<file path="src/design/hpk_pkg.sv">
// ----------------------------------------------------------------------------
// HPACK header block parser package
// Types, codes and sizes shared by the parser core, its parts and its checker.
// ----------------------------------------------------------------------------
package hpk_pkg;

   // Continuation bytes allowed after a full prefix.
   localparam int MAX_CONT_BYTES = 4;
   localparam int CNT_W          = $clog2(MAX_CONT_BYTES + 1);
   localparam int SHIFT_W        = $clog2(7 * MAX_CONT_BYTES + 1);
   // Prefix plus every continuation group fits in this many bits.
   localparam int ACC_W          = 7 * MAX_CONT_BYTES + 1;
   localparam int STATIC_ENTRIES = 62;

   // Result queue size.
   localparam int RSP_DEPTH = 4;
   localparam int RSP_PTR_W = $clog2(RSP_DEPTH);
   localparam int RSP_CNT_W = $clog2(RSP_DEPTH + 1);

   typedef logic [2:0] kind_type;
   localparam kind_type KIND_INDEXED    = 3'd0;
   localparam kind_type KIND_NAME_INDEX = 3'd1;
   localparam kind_type KIND_NAME_BYTE  = 3'd2;
   localparam kind_type KIND_VALUE_BYTE = 3'd3;
   localparam kind_type KIND_BLOCK_OK   = 3'd4;
   localparam kind_type KIND_ERROR      = 3'd5;

   typedef logic [2:0] error_type;
   localparam error_type ERR_NONE        = 3'd0;
   localparam error_type ERR_BAD_INDEX   = 3'd1;
   localparam error_type ERR_HUFFMAN     = 3'd2;
   localparam error_type ERR_UNSUPPORTED = 3'd3;
   localparam error_type ERR_TRUNCATED   = 3'd4;
   localparam error_type ERR_OVERFLOW    = 3'd5;

   typedef enum logic [6:0] {
      PH_START     = 7'b0000001,
      PH_IDX_CONT  = 7'b0000010,
      PH_NIDX_CONT = 7'b0000100,
      PH_LEN_FIRST = 7'b0001000,
      PH_LEN_CONT  = 7'b0010000,
      PH_DATA      = 7'b0100000,
      PH_SKIP      = 7'b1000000
   } phase_type;

   typedef struct packed {
      kind_type  kind;
      logic [5:0] table_index;
      logic [7:0] out_byte;
      logic      byte_valid;
      logic      string_end;
      logic      field_end;
      error_type error_code;
   } result_type;

   typedef struct packed {
      phase_type          phase;
      logic [ACC_W-1:0]   int_accum;
      logic [SHIFT_W-1:0] shift_count;
      logic [CNT_W-1:0]   cont_count;
      logic [ACC_W-1:0]   bytes_left;
      logic               in_value_string;
   } state_type;

   // Results that one header byte produces, oldest first.
   typedef struct packed {
      logic [1:0] count;
      result_type first;
      result_type second;
   } step_out_type;

   function automatic result_type make_result(kind_type k, logic [5:0] idx, logic [7:0] ob,
                                              logic bv, logic se, logic fe, error_type ec);
      result_type r;
      r.kind        = k;
      r.table_index = idx;
      r.out_byte    = ob;
      r.byte_valid  = bv;
      r.string_end  = se;
      r.field_end   = fe;
      r.error_code  = ec;
      return r;
   endfunction

endpackage

</file>
<file path="src/design/hpack_header_block_parser_core.sv">
// ----------------------------------------------------------------------------
// HPACK header block parser core
// Parses a static-table HPACK header block one byte at a time and streams
// out indexed fields, name indexes, string bytes and a block end or error report.
//
//   Channel | Direction | Handshake           | Word
//   req     | in        | req_valid/req_ready | one header block byte, last flag
//   rsp     | out       | rsp_valid/rsp_ready | one parse result
//
// A byte is decoded in the cycle it is accepted and its results land in a
// four-word result queue.
// One byte is taken each cycle while the queue has room for two words, as a
// byte that also closes the block pushes two result words.
// A stalled rsp side fills the queue and then holds req_ready low.
// Synchronous reset returns the parser to the start of a field and empties
// the queue.
// ----------------------------------------------------------------------------
module hpack_header_block_parser_core
   import hpk_pkg::*;
(
   input  logic       clock,
   input  logic       reset,
   input  logic       req_valid,
   output logic       req_ready,
   input  logic [7:0] req_in_byte,
   input  logic       req_block_last,
   output logic       rsp_valid,
   input  logic       rsp_ready,
   output logic [2:0] rsp_kind,
   output logic [5:0] rsp_table_index,
   output logic [7:0] rsp_out_byte,
   output logic       rsp_byte_valid,
   output logic       rsp_string_end,
   output logic       rsp_field_end,
   output logic [2:0] rsp_error_code
);

   state_type    state_ff;
   state_type    state_in;
   state_type    step_nxt;
   step_out_type step_out;
   step_out_type push;
   result_type   head;
   logic         accept;
   logic         room_two;

   assign accept = req_valid && req_ready;

   // Byte decoder.
   hpk_step u_step (
      .state_cur  (state_ff),
      .in_byte    (req_in_byte),
      .block_last (req_block_last),
      .state_nxt  (step_nxt),
      .step_out   (step_out)
   );

   // Parser state advances only on an accepted word.
   assign state_in = accept ? step_nxt : state_ff;

   always_ff @(posedge clock) begin
      if (reset) begin
         state_ff.phase           <= PH_START;
         state_ff.int_accum       <= '0;
         state_ff.shift_count     <= '0;
         state_ff.cont_count      <= '0;
         state_ff.bytes_left      <= '0;
         state_ff.in_value_string <= 1'b0;
      end else begin
         state_ff <= state_in;
      end
   end

   // Results of an accepted word go into the queue.
   always_comb begin
      push       = step_out;
      push.count = accept ? step_out.count : 2'd0;
   end

   hpk_rsp_fifo u_rsp_fifo (
      .clock     (clock),
      .reset     (reset),
      .push      (push),
      .pop       (rsp_ready),
      .head      (head),
      .not_empty (rsp_valid),
      .room_two  (room_two)
   );

   assign req_ready = room_two;

   // Result ports.
   assign rsp_kind        = head.kind;
   assign rsp_table_index = head.table_index;
   assign rsp_out_byte    = head.out_byte;
   assign rsp_byte_valid  = head.byte_valid;
   assign rsp_string_end  = head.string_end;
   assign rsp_field_end   = head.field_end;
   assign rsp_error_code  = head.error_code;

endmodule

</file>
<file path="src/design/hpk_step.sv">
// ----------------------------------------------------------------------------
// HPACK parser step
// Decodes one header byte against the parser state: gives the next state and
// up to two results (the byte's own result and a block end or error report).
// ----------------------------------------------------------------------------
module hpk_step
   import hpk_pkg::*;
(
   input  state_type    state_cur,
   input  logic [7:0]   in_byte,
   input  logic         block_last,
   output state_type    state_nxt,
   output step_out_type step_out
);

   state_type          nxt;
   error_type          err;
   logic               body_ev;
   result_type         body_res;
   logic               fin_ev;
   result_type         fin_res;
   logic               idx_ev;
   logic               nidx_ev;
   logic               len_ev;
   logic [ACC_W-1:0]   val;
   logic [ACC_W-1:0]   cont_sum;
   logic [CNT_W-1:0]   cont_inc;
   logic [ACC_W-1:0]   left_dec;
   logic               is_lit6;
   logic [5:0]         lit_prefix;
   logic               lit_full;
   logic               val_bad;

   // Shared arithmetic for continuation bytes and string data.
   assign cont_sum = state_cur.int_accum + (ACC_W'(in_byte[6:0]) << state_cur.shift_count);
   assign cont_inc = state_cur.cont_count + CNT_W'(1);
   assign left_dec = state_cur.bytes_left - ACC_W'(1);

   // Literal prefix: six bits for incremental indexing, four otherwise.
   assign is_lit6    = (in_byte[7:6] == 2'b01);
   assign lit_prefix = is_lit6 ? in_byte[5:0] : {2'b00, in_byte[3:0]};
   assign lit_full   = is_lit6 ? (in_byte[5:0] == 6'h3F) : (in_byte[3:0] == 4'hF);

   always_comb begin
      nxt      = state_cur;
      err      = ERR_NONE;
      body_ev  = 1'b0;
      body_res = '0;
      fin_ev   = 1'b0;
      fin_res  = '0;
      idx_ev   = 1'b0;
      nidx_ev  = 1'b0;
      len_ev   = 1'b0;
      val      = '0;
      val_bad  = 1'b0;

      // Per-phase decoding of the byte.
      unique case (state_cur.phase)
         PH_START: begin
            if (in_byte[7]) begin
               if (in_byte[6:0] != 7'h7F) begin
                  idx_ev = 1'b1;
                  val    = ACC_W'(in_byte[6:0]);
               end else begin
                  nxt.int_accum   = ACC_W'(in_byte[6:0]);
                  nxt.shift_count = '0;
                  nxt.cont_count  = '0;
                  nxt.phase       = PH_IDX_CONT;
               end
            end else if (is_lit6 || (in_byte[7:5] == 3'b000)) begin
               if (lit_prefix == 6'd0) begin
                  nxt.in_value_string = 1'b0;
                  nxt.phase           = PH_LEN_FIRST;
               end else if (!lit_full) begin
                  nidx_ev = 1'b1;
                  val     = ACC_W'(lit_prefix);
               end else begin
                  nxt.int_accum   = ACC_W'(lit_prefix);
                  nxt.shift_count = '0;
                  nxt.cont_count  = '0;
                  nxt.phase       = PH_NIDX_CONT;
               end
            end else begin
               err = ERR_UNSUPPORTED;
            end
         end
         PH_IDX_CONT, PH_NIDX_CONT, PH_LEN_CONT: begin
            nxt.int_accum   = cont_sum;
            nxt.cont_count  = cont_inc;
            nxt.shift_count = state_cur.shift_count + SHIFT_W'(7);
            if (in_byte[7]) begin
               if (cont_inc >= CNT_W'(MAX_CONT_BYTES)) begin
                  err = ERR_OVERFLOW;
               end
            end else begin
               val = cont_sum;
               if (state_cur.phase == PH_IDX_CONT) begin
                  idx_ev = 1'b1;
               end else if (state_cur.phase == PH_NIDX_CONT) begin
                  nidx_ev = 1'b1;
               end else begin
                  len_ev = 1'b1;
               end
            end
         end
         PH_LEN_FIRST: begin
            if (in_byte[7]) begin
               err = ERR_HUFFMAN;
            end else if (in_byte[6:0] != 7'h7F) begin
               len_ev = 1'b1;
               val    = ACC_W'(in_byte[6:0]);
            end else begin
               nxt.int_accum   = ACC_W'(7'h7F);
               nxt.shift_count = '0;
               nxt.cont_count  = '0;
               nxt.phase       = PH_LEN_CONT;
            end
         end
         PH_DATA: begin
            nxt.bytes_left = left_dec;
            body_ev        = 1'b1;
            if (left_dec == '0) begin
               if (state_cur.in_value_string) begin
                  body_res = make_result(KIND_VALUE_BYTE, 6'd0, in_byte, 1'b1, 1'b1, 1'b1,
                                         ERR_NONE);
                  nxt.in_value_string = 1'b0;
                  nxt.phase           = PH_START;
               end else begin
                  body_res = make_result(KIND_NAME_BYTE, 6'd0, in_byte, 1'b1, 1'b1, 1'b0,
                                         ERR_NONE);
                  nxt.in_value_string = 1'b1;
                  nxt.phase           = PH_LEN_FIRST;
               end
            end else begin
               body_res = make_result(state_cur.in_value_string ? KIND_VALUE_BYTE
                                                                : KIND_NAME_BYTE,
                                      6'd0, in_byte, 1'b1, 1'b0, 1'b0, ERR_NONE);
            end
         end
         PH_SKIP: begin
            nxt.phase = PH_SKIP;
         end
         default: begin
            nxt.phase = PH_SKIP;
         end
      endcase

      // A decoded index must name a static table entry.
      val_bad = (val == '0) || (val >= ACC_W'(STATIC_ENTRIES));

      // Completed integers: indexed field, name index or string length.
      if (idx_ev) begin
         if (val_bad) begin
            err = ERR_BAD_INDEX;
         end else begin
            body_ev         = 1'b1;
            body_res        = make_result(KIND_INDEXED, val[5:0], 8'd0, 1'b0, 1'b0, 1'b1,
                                          ERR_NONE);
            nxt.int_accum   = '0;
            nxt.shift_count = '0;
            nxt.cont_count  = '0;
            nxt.phase       = PH_START;
         end
      end
      if (nidx_ev) begin
         if (val_bad) begin
            err = ERR_BAD_INDEX;
         end else begin
            body_ev             = 1'b1;
            body_res            = make_result(KIND_NAME_INDEX, val[5:0], 8'd0, 1'b0, 1'b0,
                                              1'b0, ERR_NONE);
            nxt.int_accum       = '0;
            nxt.shift_count     = '0;
            nxt.cont_count      = '0;
            nxt.in_value_string = 1'b1;
            nxt.phase           = PH_LEN_FIRST;
         end
      end
      if (len_ev) begin
         nxt.int_accum   = '0;
         nxt.shift_count = '0;
         nxt.cont_count  = '0;
         if (val != '0) begin
            nxt.bytes_left = val;
            nxt.phase      = PH_DATA;
         end else if (state_cur.in_value_string) begin
            body_ev             = 1'b1;
            body_res            = make_result(KIND_VALUE_BYTE, 6'd0, 8'd0, 1'b0, 1'b1, 1'b1,
                                              ERR_NONE);
            nxt.in_value_string = 1'b0;
            nxt.phase           = PH_START;
         end else begin
            body_ev             = 1'b1;
            body_res            = make_result(KIND_NAME_BYTE, 6'd0, 8'd0, 1'b0, 1'b1, 1'b0,
                                              ERR_NONE);
            nxt.in_value_string = 1'b1;
            nxt.phase           = PH_LEN_FIRST;
         end
      end

      // Error report, or end of block report on the final byte.
      if (err != ERR_NONE) begin
         fin_ev              = 1'b1;
         fin_res             = make_result(KIND_ERROR, 6'd0, 8'd0, 1'b0, 1'b0, 1'b0, err);
         nxt.int_accum       = '0;
         nxt.shift_count     = '0;
         nxt.cont_count      = '0;
         nxt.bytes_left      = '0;
         nxt.in_value_string = 1'b0;
         nxt.phase           = block_last ? PH_START : PH_SKIP;
      end else if (block_last) begin
         if (nxt.phase == PH_START) begin
            fin_ev  = 1'b1;
            fin_res = make_result(KIND_BLOCK_OK, 6'd0, 8'd0, 1'b0, 1'b0, 1'b0, ERR_NONE);
         end else if (nxt.phase != PH_SKIP) begin
            fin_ev  = 1'b1;
            fin_res = make_result(KIND_ERROR, 6'd0, 8'd0, 1'b0, 1'b0, 1'b0, ERR_TRUNCATED);
         end
         nxt.int_accum       = '0;
         nxt.shift_count     = '0;
         nxt.cont_count      = '0;
         nxt.bytes_left      = '0;
         nxt.in_value_string = 1'b0;
         nxt.phase           = PH_START;
      end
   end

   // Pack the results in order.
   always_comb begin
      step_out.count  = 2'(body_ev) + 2'(fin_ev);
      step_out.first  = body_ev ? body_res : fin_res;
      step_out.second = fin_res;
   end

   assign state_nxt = nxt;

endmodule

</file>
<file path="src/design/hpk_rsp_fifo.sv">
// ----------------------------------------------------------------------------
// HPACK result queue
// Small queue that takes up to two result words a cycle and hands out one.
// ----------------------------------------------------------------------------
module hpk_rsp_fifo
   import hpk_pkg::*;
(
   input  logic         clock,
   input  logic         reset,
   input  step_out_type push,
   input  logic         pop,
   output result_type   head,
   output logic         not_empty,
   output logic         room_two
);

   result_type           mem_ff [RSP_DEPTH];
   logic [RSP_PTR_W-1:0] wr_ptr_ff;
   logic [RSP_PTR_W-1:0] wr_ptr_in;
   logic [RSP_PTR_W-1:0] rd_ptr_ff;
   logic [RSP_PTR_W-1:0] rd_ptr_in;
   logic [RSP_CNT_W-1:0] count_ff;
   logic [RSP_CNT_W-1:0] count_in;
   logic                 do_pop;

   assign do_pop    = pop && (count_ff != '0);
   assign not_empty = (count_ff != '0);
   assign room_two  = (count_ff <= RSP_CNT_W'(RSP_DEPTH - 2));
   assign head      = mem_ff[rd_ptr_ff];

   // Pointer and fill level updates.
   always_comb begin
      wr_ptr_in = wr_ptr_ff + RSP_PTR_W'(push.count);
      rd_ptr_in = rd_ptr_ff + RSP_PTR_W'(do_pop);
      count_in  = count_ff + RSP_CNT_W'(push.count) - RSP_CNT_W'(do_pop);
   end

   always_ff @(posedge clock) begin
      if (reset) begin
         wr_ptr_ff <= '0;
         rd_ptr_ff <= '0;
         count_ff  <= '0;
      end else begin
         wr_ptr_ff <= wr_ptr_in;
         rd_ptr_ff <= rd_ptr_in;
         count_ff  <= count_in;
      end
   end

   // Result storage; the entries need no reset.
   always_ff @(posedge clock) begin
      if (push.count != 2'd0) begin
         mem_ff[wr_ptr_ff] <= push.first;
      end
      if (push.count == 2'd2) begin
         mem_ff[wr_ptr_ff + RSP_PTR_W'(1)] <= push.second;
      end
   end

endmodule

</file>
<file path="config.mk">
export PLATFORM = sky130hd
export DESIGN_NAME = hpack_header_block_parser_core
export DESIGN_NICKNAME = d
export VERILOG_FILES = /design/src/design/hpk_pkg.sv /design/src/design/hpack_header_block_parser_core.sv /design/src/design/hpk_step.sv /design/src/design/hpk_rsp_fifo.sv
export SDC_FILE = /design/constraint.sdc
export NUM_CORES = 1
export LEC_CHECK = 0
export ABC_AREA = 1
export CORE_MARGIN = 2
export CORE_UTILIZATION = 65
export DETAILED_ROUTE_END_ITERATION = 6
export DONT_BUFFER_PORTS = 1
export PLACE_DENSITY = 0.89
export SLEW_MARGIN = 5
export SYNTH_ARGS = -nofsm -noshare
export SYNTH_HDL_FRONTEND = slang
export SYNTH_SLANG_ARGS = --single-unit
</file>
<file path="constraint.sdc">
create_clock -name clock -period 5.5 [get_ports clock]
set_input_delay 0.275 -clock clock [delete_from_list [all_inputs] [get_ports clock]]
set_output_delay 0.275 -clock clock [all_outputs]
set_load 0.1 [all_outputs]
</file>
Yosys cells after proc, flatten, opt, wreduce, memory -nomap -nowiden
Memory sizes are Yosys's and may differ from the RTL's. A register that Yosys moved wholly into a read port is not among the register bits.
Index checks and enable logic that the tools add are counted.

storage, ports and cells
  register bits = 81
  memory bits (writable) = 92
  input port bits = 13
  output and inout bits = 25
  memories kept = 1

cells by class
  $add $sub $neg = 10
  magnitude comparators = 3
  equal/unequal tests = 13
  shift operators = 1
  muxes and demuxes = 107
  reductions and logical operators = 13

memory list
  name               words  width  rd ports  clocked after Yosys merged registers in  write ports  line                RTL
  u_rsp_fifo.mem_ff  4      23     1         1                                        2            hpk_rsp_fifo.sv:17  result_type mem_ff [RSP_DEPTH];

operators by type and width
  cell                                                                number
  2-to-1 mux 44 bit                                                   14
  2-to-1 mux 23 bit                                                   13
  2-to-1 mux 74 bit                                                   3
  2-to-1 mux 29 bit                                                   5
  case mux 37 bit (3 select lines)                                    1
  case mux 29 bit (3 select lines)                                    1
  logical NOT 29 bit                                                  2
  2-to-1 mux 21 bit                                                   2
  2-to-1 mux 1 bit                                                    40
  2-to-1 mux 37 bit                                                   1
  2-to-1 mux 7 bit                                                    5
  adder 29 bit                                                        1
  greater-or-equal comparator 29 x 6 -> 1 bit, second input constant  1
  nonzero test 29 bit                                                 1
  << shifter 7 x 5 -> 29 bit                                          1
  subtractor 29 x 1 -> 29 bit, second input constant                  1
  case mux 7 bit (4 select lines)                                     1
  2-to-1 mux 6 bit                                                    4
  2-to-1 mux 3 bit                                                    7
  equality test 7 x 1 -> 1 bit, second input constant                 2
  != test 7 bit, second input constant                                2
  case mux 3 bit (3 select lines)                                     1
  2-to-1 mux 2 bit                                                    4
  case mux 1 bit (2 select lines)                                     4
  other kinds (27)                                                    30

Depth between registers and ports, before layout
  word-level depth = 26
  mapped depth = 44

Modules after synthesis
From an unflattened synthesis, not the netlist that was laid out.

second synthesis, totals
  cells, all modules = 2358
  area total of the unflattened synthesis = 14845.5 µm²

modules (own cells, without submodules)
  module                          instances  cells an instance  area an instance (µm²)  seq. area each (µm²)
  hpk_step                        1          1379               6705.2                  0.0
  hpk_rsp_fifo                    1          507                5119.9                  2902.8
  hpack_header_block_parser_core  1          472                3020.4                  1481.4

Least setup slack after synthesis
No wires, ideal clock.

  kind = register to register
  from = register state_ff[33] (netlist name)
  to = memory u_rsp_fifo.mem_ff[0][10] (netlist name)
  library setup time = 129 ps
  arrival = 4991 ps
  data required time = 5371 ps
  path slack = 379 ps
  cell stages (with the launch flop) = 37
  buffers on the path = 3
  path through = dfxtp_1 -> clkbuf_1 -> o21ai_0 -> o21ai_0 -> nand2_1 -> o21ai_0 -> nor2_1 -> a31oi_1 -> nor2_1 -> ha_1 -> inv_1 -> nor3_1 -> nand2_1 -> nor3_1 -> nand2_1 -> nand3_1 -> nand4_1 -> nand2_1 -> inv_1 -> nand3_1 -> nor2_1 -> nand2_1 -> nand2_1 -> nor2_2 -> inv_2 -> ha_1 -> inv_1 -> nor2_1 -> nor2_1 -> inv_1 -> nand2_1 -> clkbuf_1 -> nand2_1 -> clkinv_1 -> clkbuf_1 -> nand2_1 -> o21ai_0

RTL lines
  item                    line                                  RTL
  start, declared         hpack_header_block_parser_core.sv:38  state_type state_ff;
  start signal, assigned  hpack_header_block_parser_core.sv:70  state_ff <= state_in;
  end, declared           hpk_rsp_fifo.sv:17

==> impl_metrics.env <==
export IMPL_critPathMaxStageDelay_ns=0.39
export IMPL_grt_pass1_vias=13300
export IMPL_reg2reg_depth=38
export IMPL_yosys_warnings=0
export IMPL_worstHoldPathCells=3
export IMPL_reg2reg_to="u_rsp_fifo.mem_ff[0][21]"
export IMPL_std_cell_rows=51
export IMPL_dpl_hpwl_um=28700
export IMPL_cp_common_cell="nand2_1"
export IMPL_critPathKind="reg2reg"
export IMPL_slew_headroom_pct=18.0
export IMPL_n_fill_cell=1573
export IMPL_switching_share_pct=49.7
export IMPL_synth_seq_cells=173
export IMPL_powerDensity_nw_per_um2=334
export IMPL_place_area_um2=13300
export IMPL_drv_cap=0
export IMPL_fin_area_um2=14500
export IMPL_syn2layout_area_growth_pct=13.2
export IMPL_required_ns=5.83
export IMPL_cts_buffer_depth=2
export IMPL_min_delay_start="reset"
export IMPL_outcome="finished clean"
export IMPL_numCtsBuffers=17
export IMPL_seq_power_share_pct=30.7
export IMPL_vias_per_cell=6.12
export IMPL_reg2reg_slack_ns=0.24
export IMPL_netlist_area_um2=12800
export IMPL_syn_avg_cell_area_um2=5.99
export IMPL_worstSkewPairLatency_ns=0.46
export IMPL_crit_path_end_kind="flip-flop"
export IMPL_synth_edf_count=20
export IMPL_clk_pin_slew_ns=0.09
export IMPL_slew_viol_final=0
export IMPL_worst_pin_slew_ns=1.22
export IMPL_ys_async_sr_fraction_pct=0
export IMPL_grt_max_degree=80
export IMPL_grt_pass1_wl_um=64300
export IMPL_postRouteAntennaNets=0
export IMPL_r2r_start="state_ff[33]"
export IMPL_internal_power_mw=2.43
export IMPL_startpoint_type="flip-flop"
export IMPL_post_drt_wl_per_cell_um=17.4
export IMPL_skew_ns=0.0149
export IMPL_layout_worst_path_cycle_share_pct=95.7
export IMPL_dieArea_um2=20800
export IMPL_fin_nets=2181
export IMPL_ctsHtreeMaxLevel=4
export IMPL_drc=0
export IMPL_synth_cells=2130
export IMPL_drive_above_1_share_pct=11.8
export IMPL_die_w_um=144
export IMPL_ys_seq_area_share_pct=28.7
export IMPL_gr_total_overflow=0
export IMPL_final_instance_count_excl_fill=2407
export IMPL_hold_end="u_rsp_fifo.wr_ptr_ff[1]"
export IMPL_ir_drop_mv=0.255
export IMPL_crit_slowest_cell="dfxtp_4"
export IMPL_pwr_share_clk_pct=26.8
export IMPL_drt_wl_total_um=41900
export IMPL_drtIter0Drc=1672
export IMPL_period_needed_ns=5.26
export IMPL_cp_max_fo=18
export IMPL_place_gp_congestion=0.992
export IMPL_cts_root_buf="clkbuf_16"
export IMPL_coreArea_um2=19400
export IMPL_vias=14700
export IMPL_die_h_um=144
export IMPL_grtUsageTotal_pct=39.2
export IMPL_worstPathArrival_ns=5.59
export IMPL_synthFlopType="dfxtp_1"
export IMPL_fmax_mhz=190
export IMPL_place_inst=2355
export IMPL_power_leakage_nw=6.62
export IMPL_io_buffers=0
export IMPL_netlist_cell_type_count=53
export IMPL_finish_utilization_pct=74.5
export IMPL_switching_power_mw=2.40
export IMPL_setup_viol=0
export IMPL_hold_violations=0
export IMPL_tritoncts="yes"
export IMPL_ios=38
export IMPL_start_util_pct=65.8
export IMPL_clock_sinks=173
export IMPL_first_pass_iters=5
export IMPL_combPwrFrac_pct=42.5
export IMPL_hold_path_class="in2reg"
export IMPL_antenna_found_initial=1
export IMPL_synth_nets=2184
==> cells in the final DEF (no fill, tap or decap), types with 20 or more instances in the layout <==
master	count
nand2_1	622
nand4_1	55
inv_1	179
nand3_1	115
buf_4	65
a21oi_1	117
xor2_1	26
nor2_1	294
nor2_2	25
ha_1	26
o22ai_2	25
o21ai_0	182
dfxtp_1	151
inv_2	20
edfxtp_1	20
==> synth_stat cells, types with 3 or more instances <==
master    instances  area, um^2
a31oi_1           4        25.0
nand4_1          55         344
o21ai_1          11        55.1
or2_2             3        18.8
nand2_1         638        2390
clkinv_1          9        33.8
a21oi_1         120         601
dfxtp_1         153        3060
buf_2            16        80.1
inv_2            19        71.3
nand3b_1         11        82.6
o21ai_0         193         966
ha_1             39         488
nand2_2           3        18.8
o22ai_1          30         188
nor3_1           11        55.1
edfxtp_1         20         601
inv_1           182         683
mux2i_1           3        30.0
buf_1             4        15.0
nor2_1          318        1190
xor2_1           26         228
a32o_1           17         170
xnor2_1           3        26.3
nand3_1         123         616
clkbuf_1         66         248
nor4_1            5        31.3
nor2_2            9        56.3
buf_6             3        33.8
==> power by group through the flow <==
stage / clock (mW) / sequential, mW / combinational, mW
floorplan: 0 / 1.48 / 1.56
global placement: 0 / 1.50 / 1.92
detailed placement: 0 / 1.51 / 1.96
CTS: 1.30 / 1.48 / 1.98
global route: 1.34 / 1.49 / 2.16
finish: 1.29 / 1.48 / 2.05
==> layer usage <==
metal	track usage, %	vias to the layer above	share of wire [%]
met3	10.5	136	11
met4	18.9	0	4.1
met2	63.0	879	45
met5	0	-	0
li1	-	6979	-
met1	49.0	6736	39
==> critical path, delay by kind of cell, from the launching register on <==
kind                     cells  cell delay, ns
AND/OR/NAND/NOR             23            2.66
buffers and inverters        9            0.98
AO/OA/AOI/OAI                4            0.61
adder cells (fa/ha/maj)      2            0.45
flip-flops                   1            0.39
==> cell families after synthesis <==
family,after synthesis,share of synthesized area (%)
and+or+nand+nor,1191,38.9
muxes,3,0.235
xor gates and xnor gates,29,1.99
DFF,173,28.7
buffers and inverters,300,9.18
AOI/OAI and AO/OA,393,16.8
adders and majority gates,41,4.14
==> worst max path at each step <==
stage,start,end,slack [ns],cells after the start
3_3_place_gp,state_ff[33],u_rsp_fifo.count_ff[2],0.08,31
4_1_cts,state_ff[33],u_rsp_fifo.count_ff[2],0.02,32
6_report,state_ff[33],u_rsp_fifo.mem_ff[0][21],0.24,38
2_1_floorplan,state_ff[33],u_rsp_fifo.mem_ff[0][10],0.38,36
5_1_grt,state_ff[33],u_rsp_fifo.mem_ff[0][17],-0.19,39
3_5_place_dp,state_ff[33],u_rsp_fifo.count_ff[2],-0.11,34
==> metrics by stage <==
step	setup WS, ns	hold slack (ns)	total power [mW]	TNS, ns
floorplan	0.379	0.423	3.04	0
global placement	0.0786	0.354	3.43	0
detailed placement	-0.108	0.355	3.47	-0.558
CTS	0.0214	0.0293	4.76	0
global route	-0.186	0.0466	5.00	-4.23
finish	0.238	0.0410	4.83	0
==> area by class of cell <==
cell class | instances | area [um^2] | area share, %
Clock buffer | 17 | 425 | 2.94
Tap cell | 265 | 332 | 2.29
Multi-Input combinational cell | 1657 | 8480 | 58.6
Clock inverter | 15 | 216 | 1.50
Antenna cell | 2 | 5.00 | 0.0346
Sequential cell | 173 | 3670 | 25.4
Inverter | 210 | 793 | 5.49
Timing Repair Buffer | 68 | 538 | 3.72
==> timing repair <==
| item | in CTS | in global routing |
|---|---|---|
| hold buffers | 1 | 0 |
| resized for setup | 4 | 106 |
| setup buffers | 0 | 17 |
| endpoints found under the setup margin | 78 | 117 |
| pin swaps | 0 | 24 |
| endpoints found under the hold margin | 79 | 0 |
==> state kept, by name, summed over array words and instances (netlist names) <==
name / cells
u_rsp_fifo.rd_ptr_ff: 2
u_rsp_fifo.count_ff: 3
u_rsp_fifo.mem_ff: 92
state_ff: 74
u_rsp_fifo.wr_ptr_ff: 2
No activity file was read; power rests on OpenSTA's default activity.
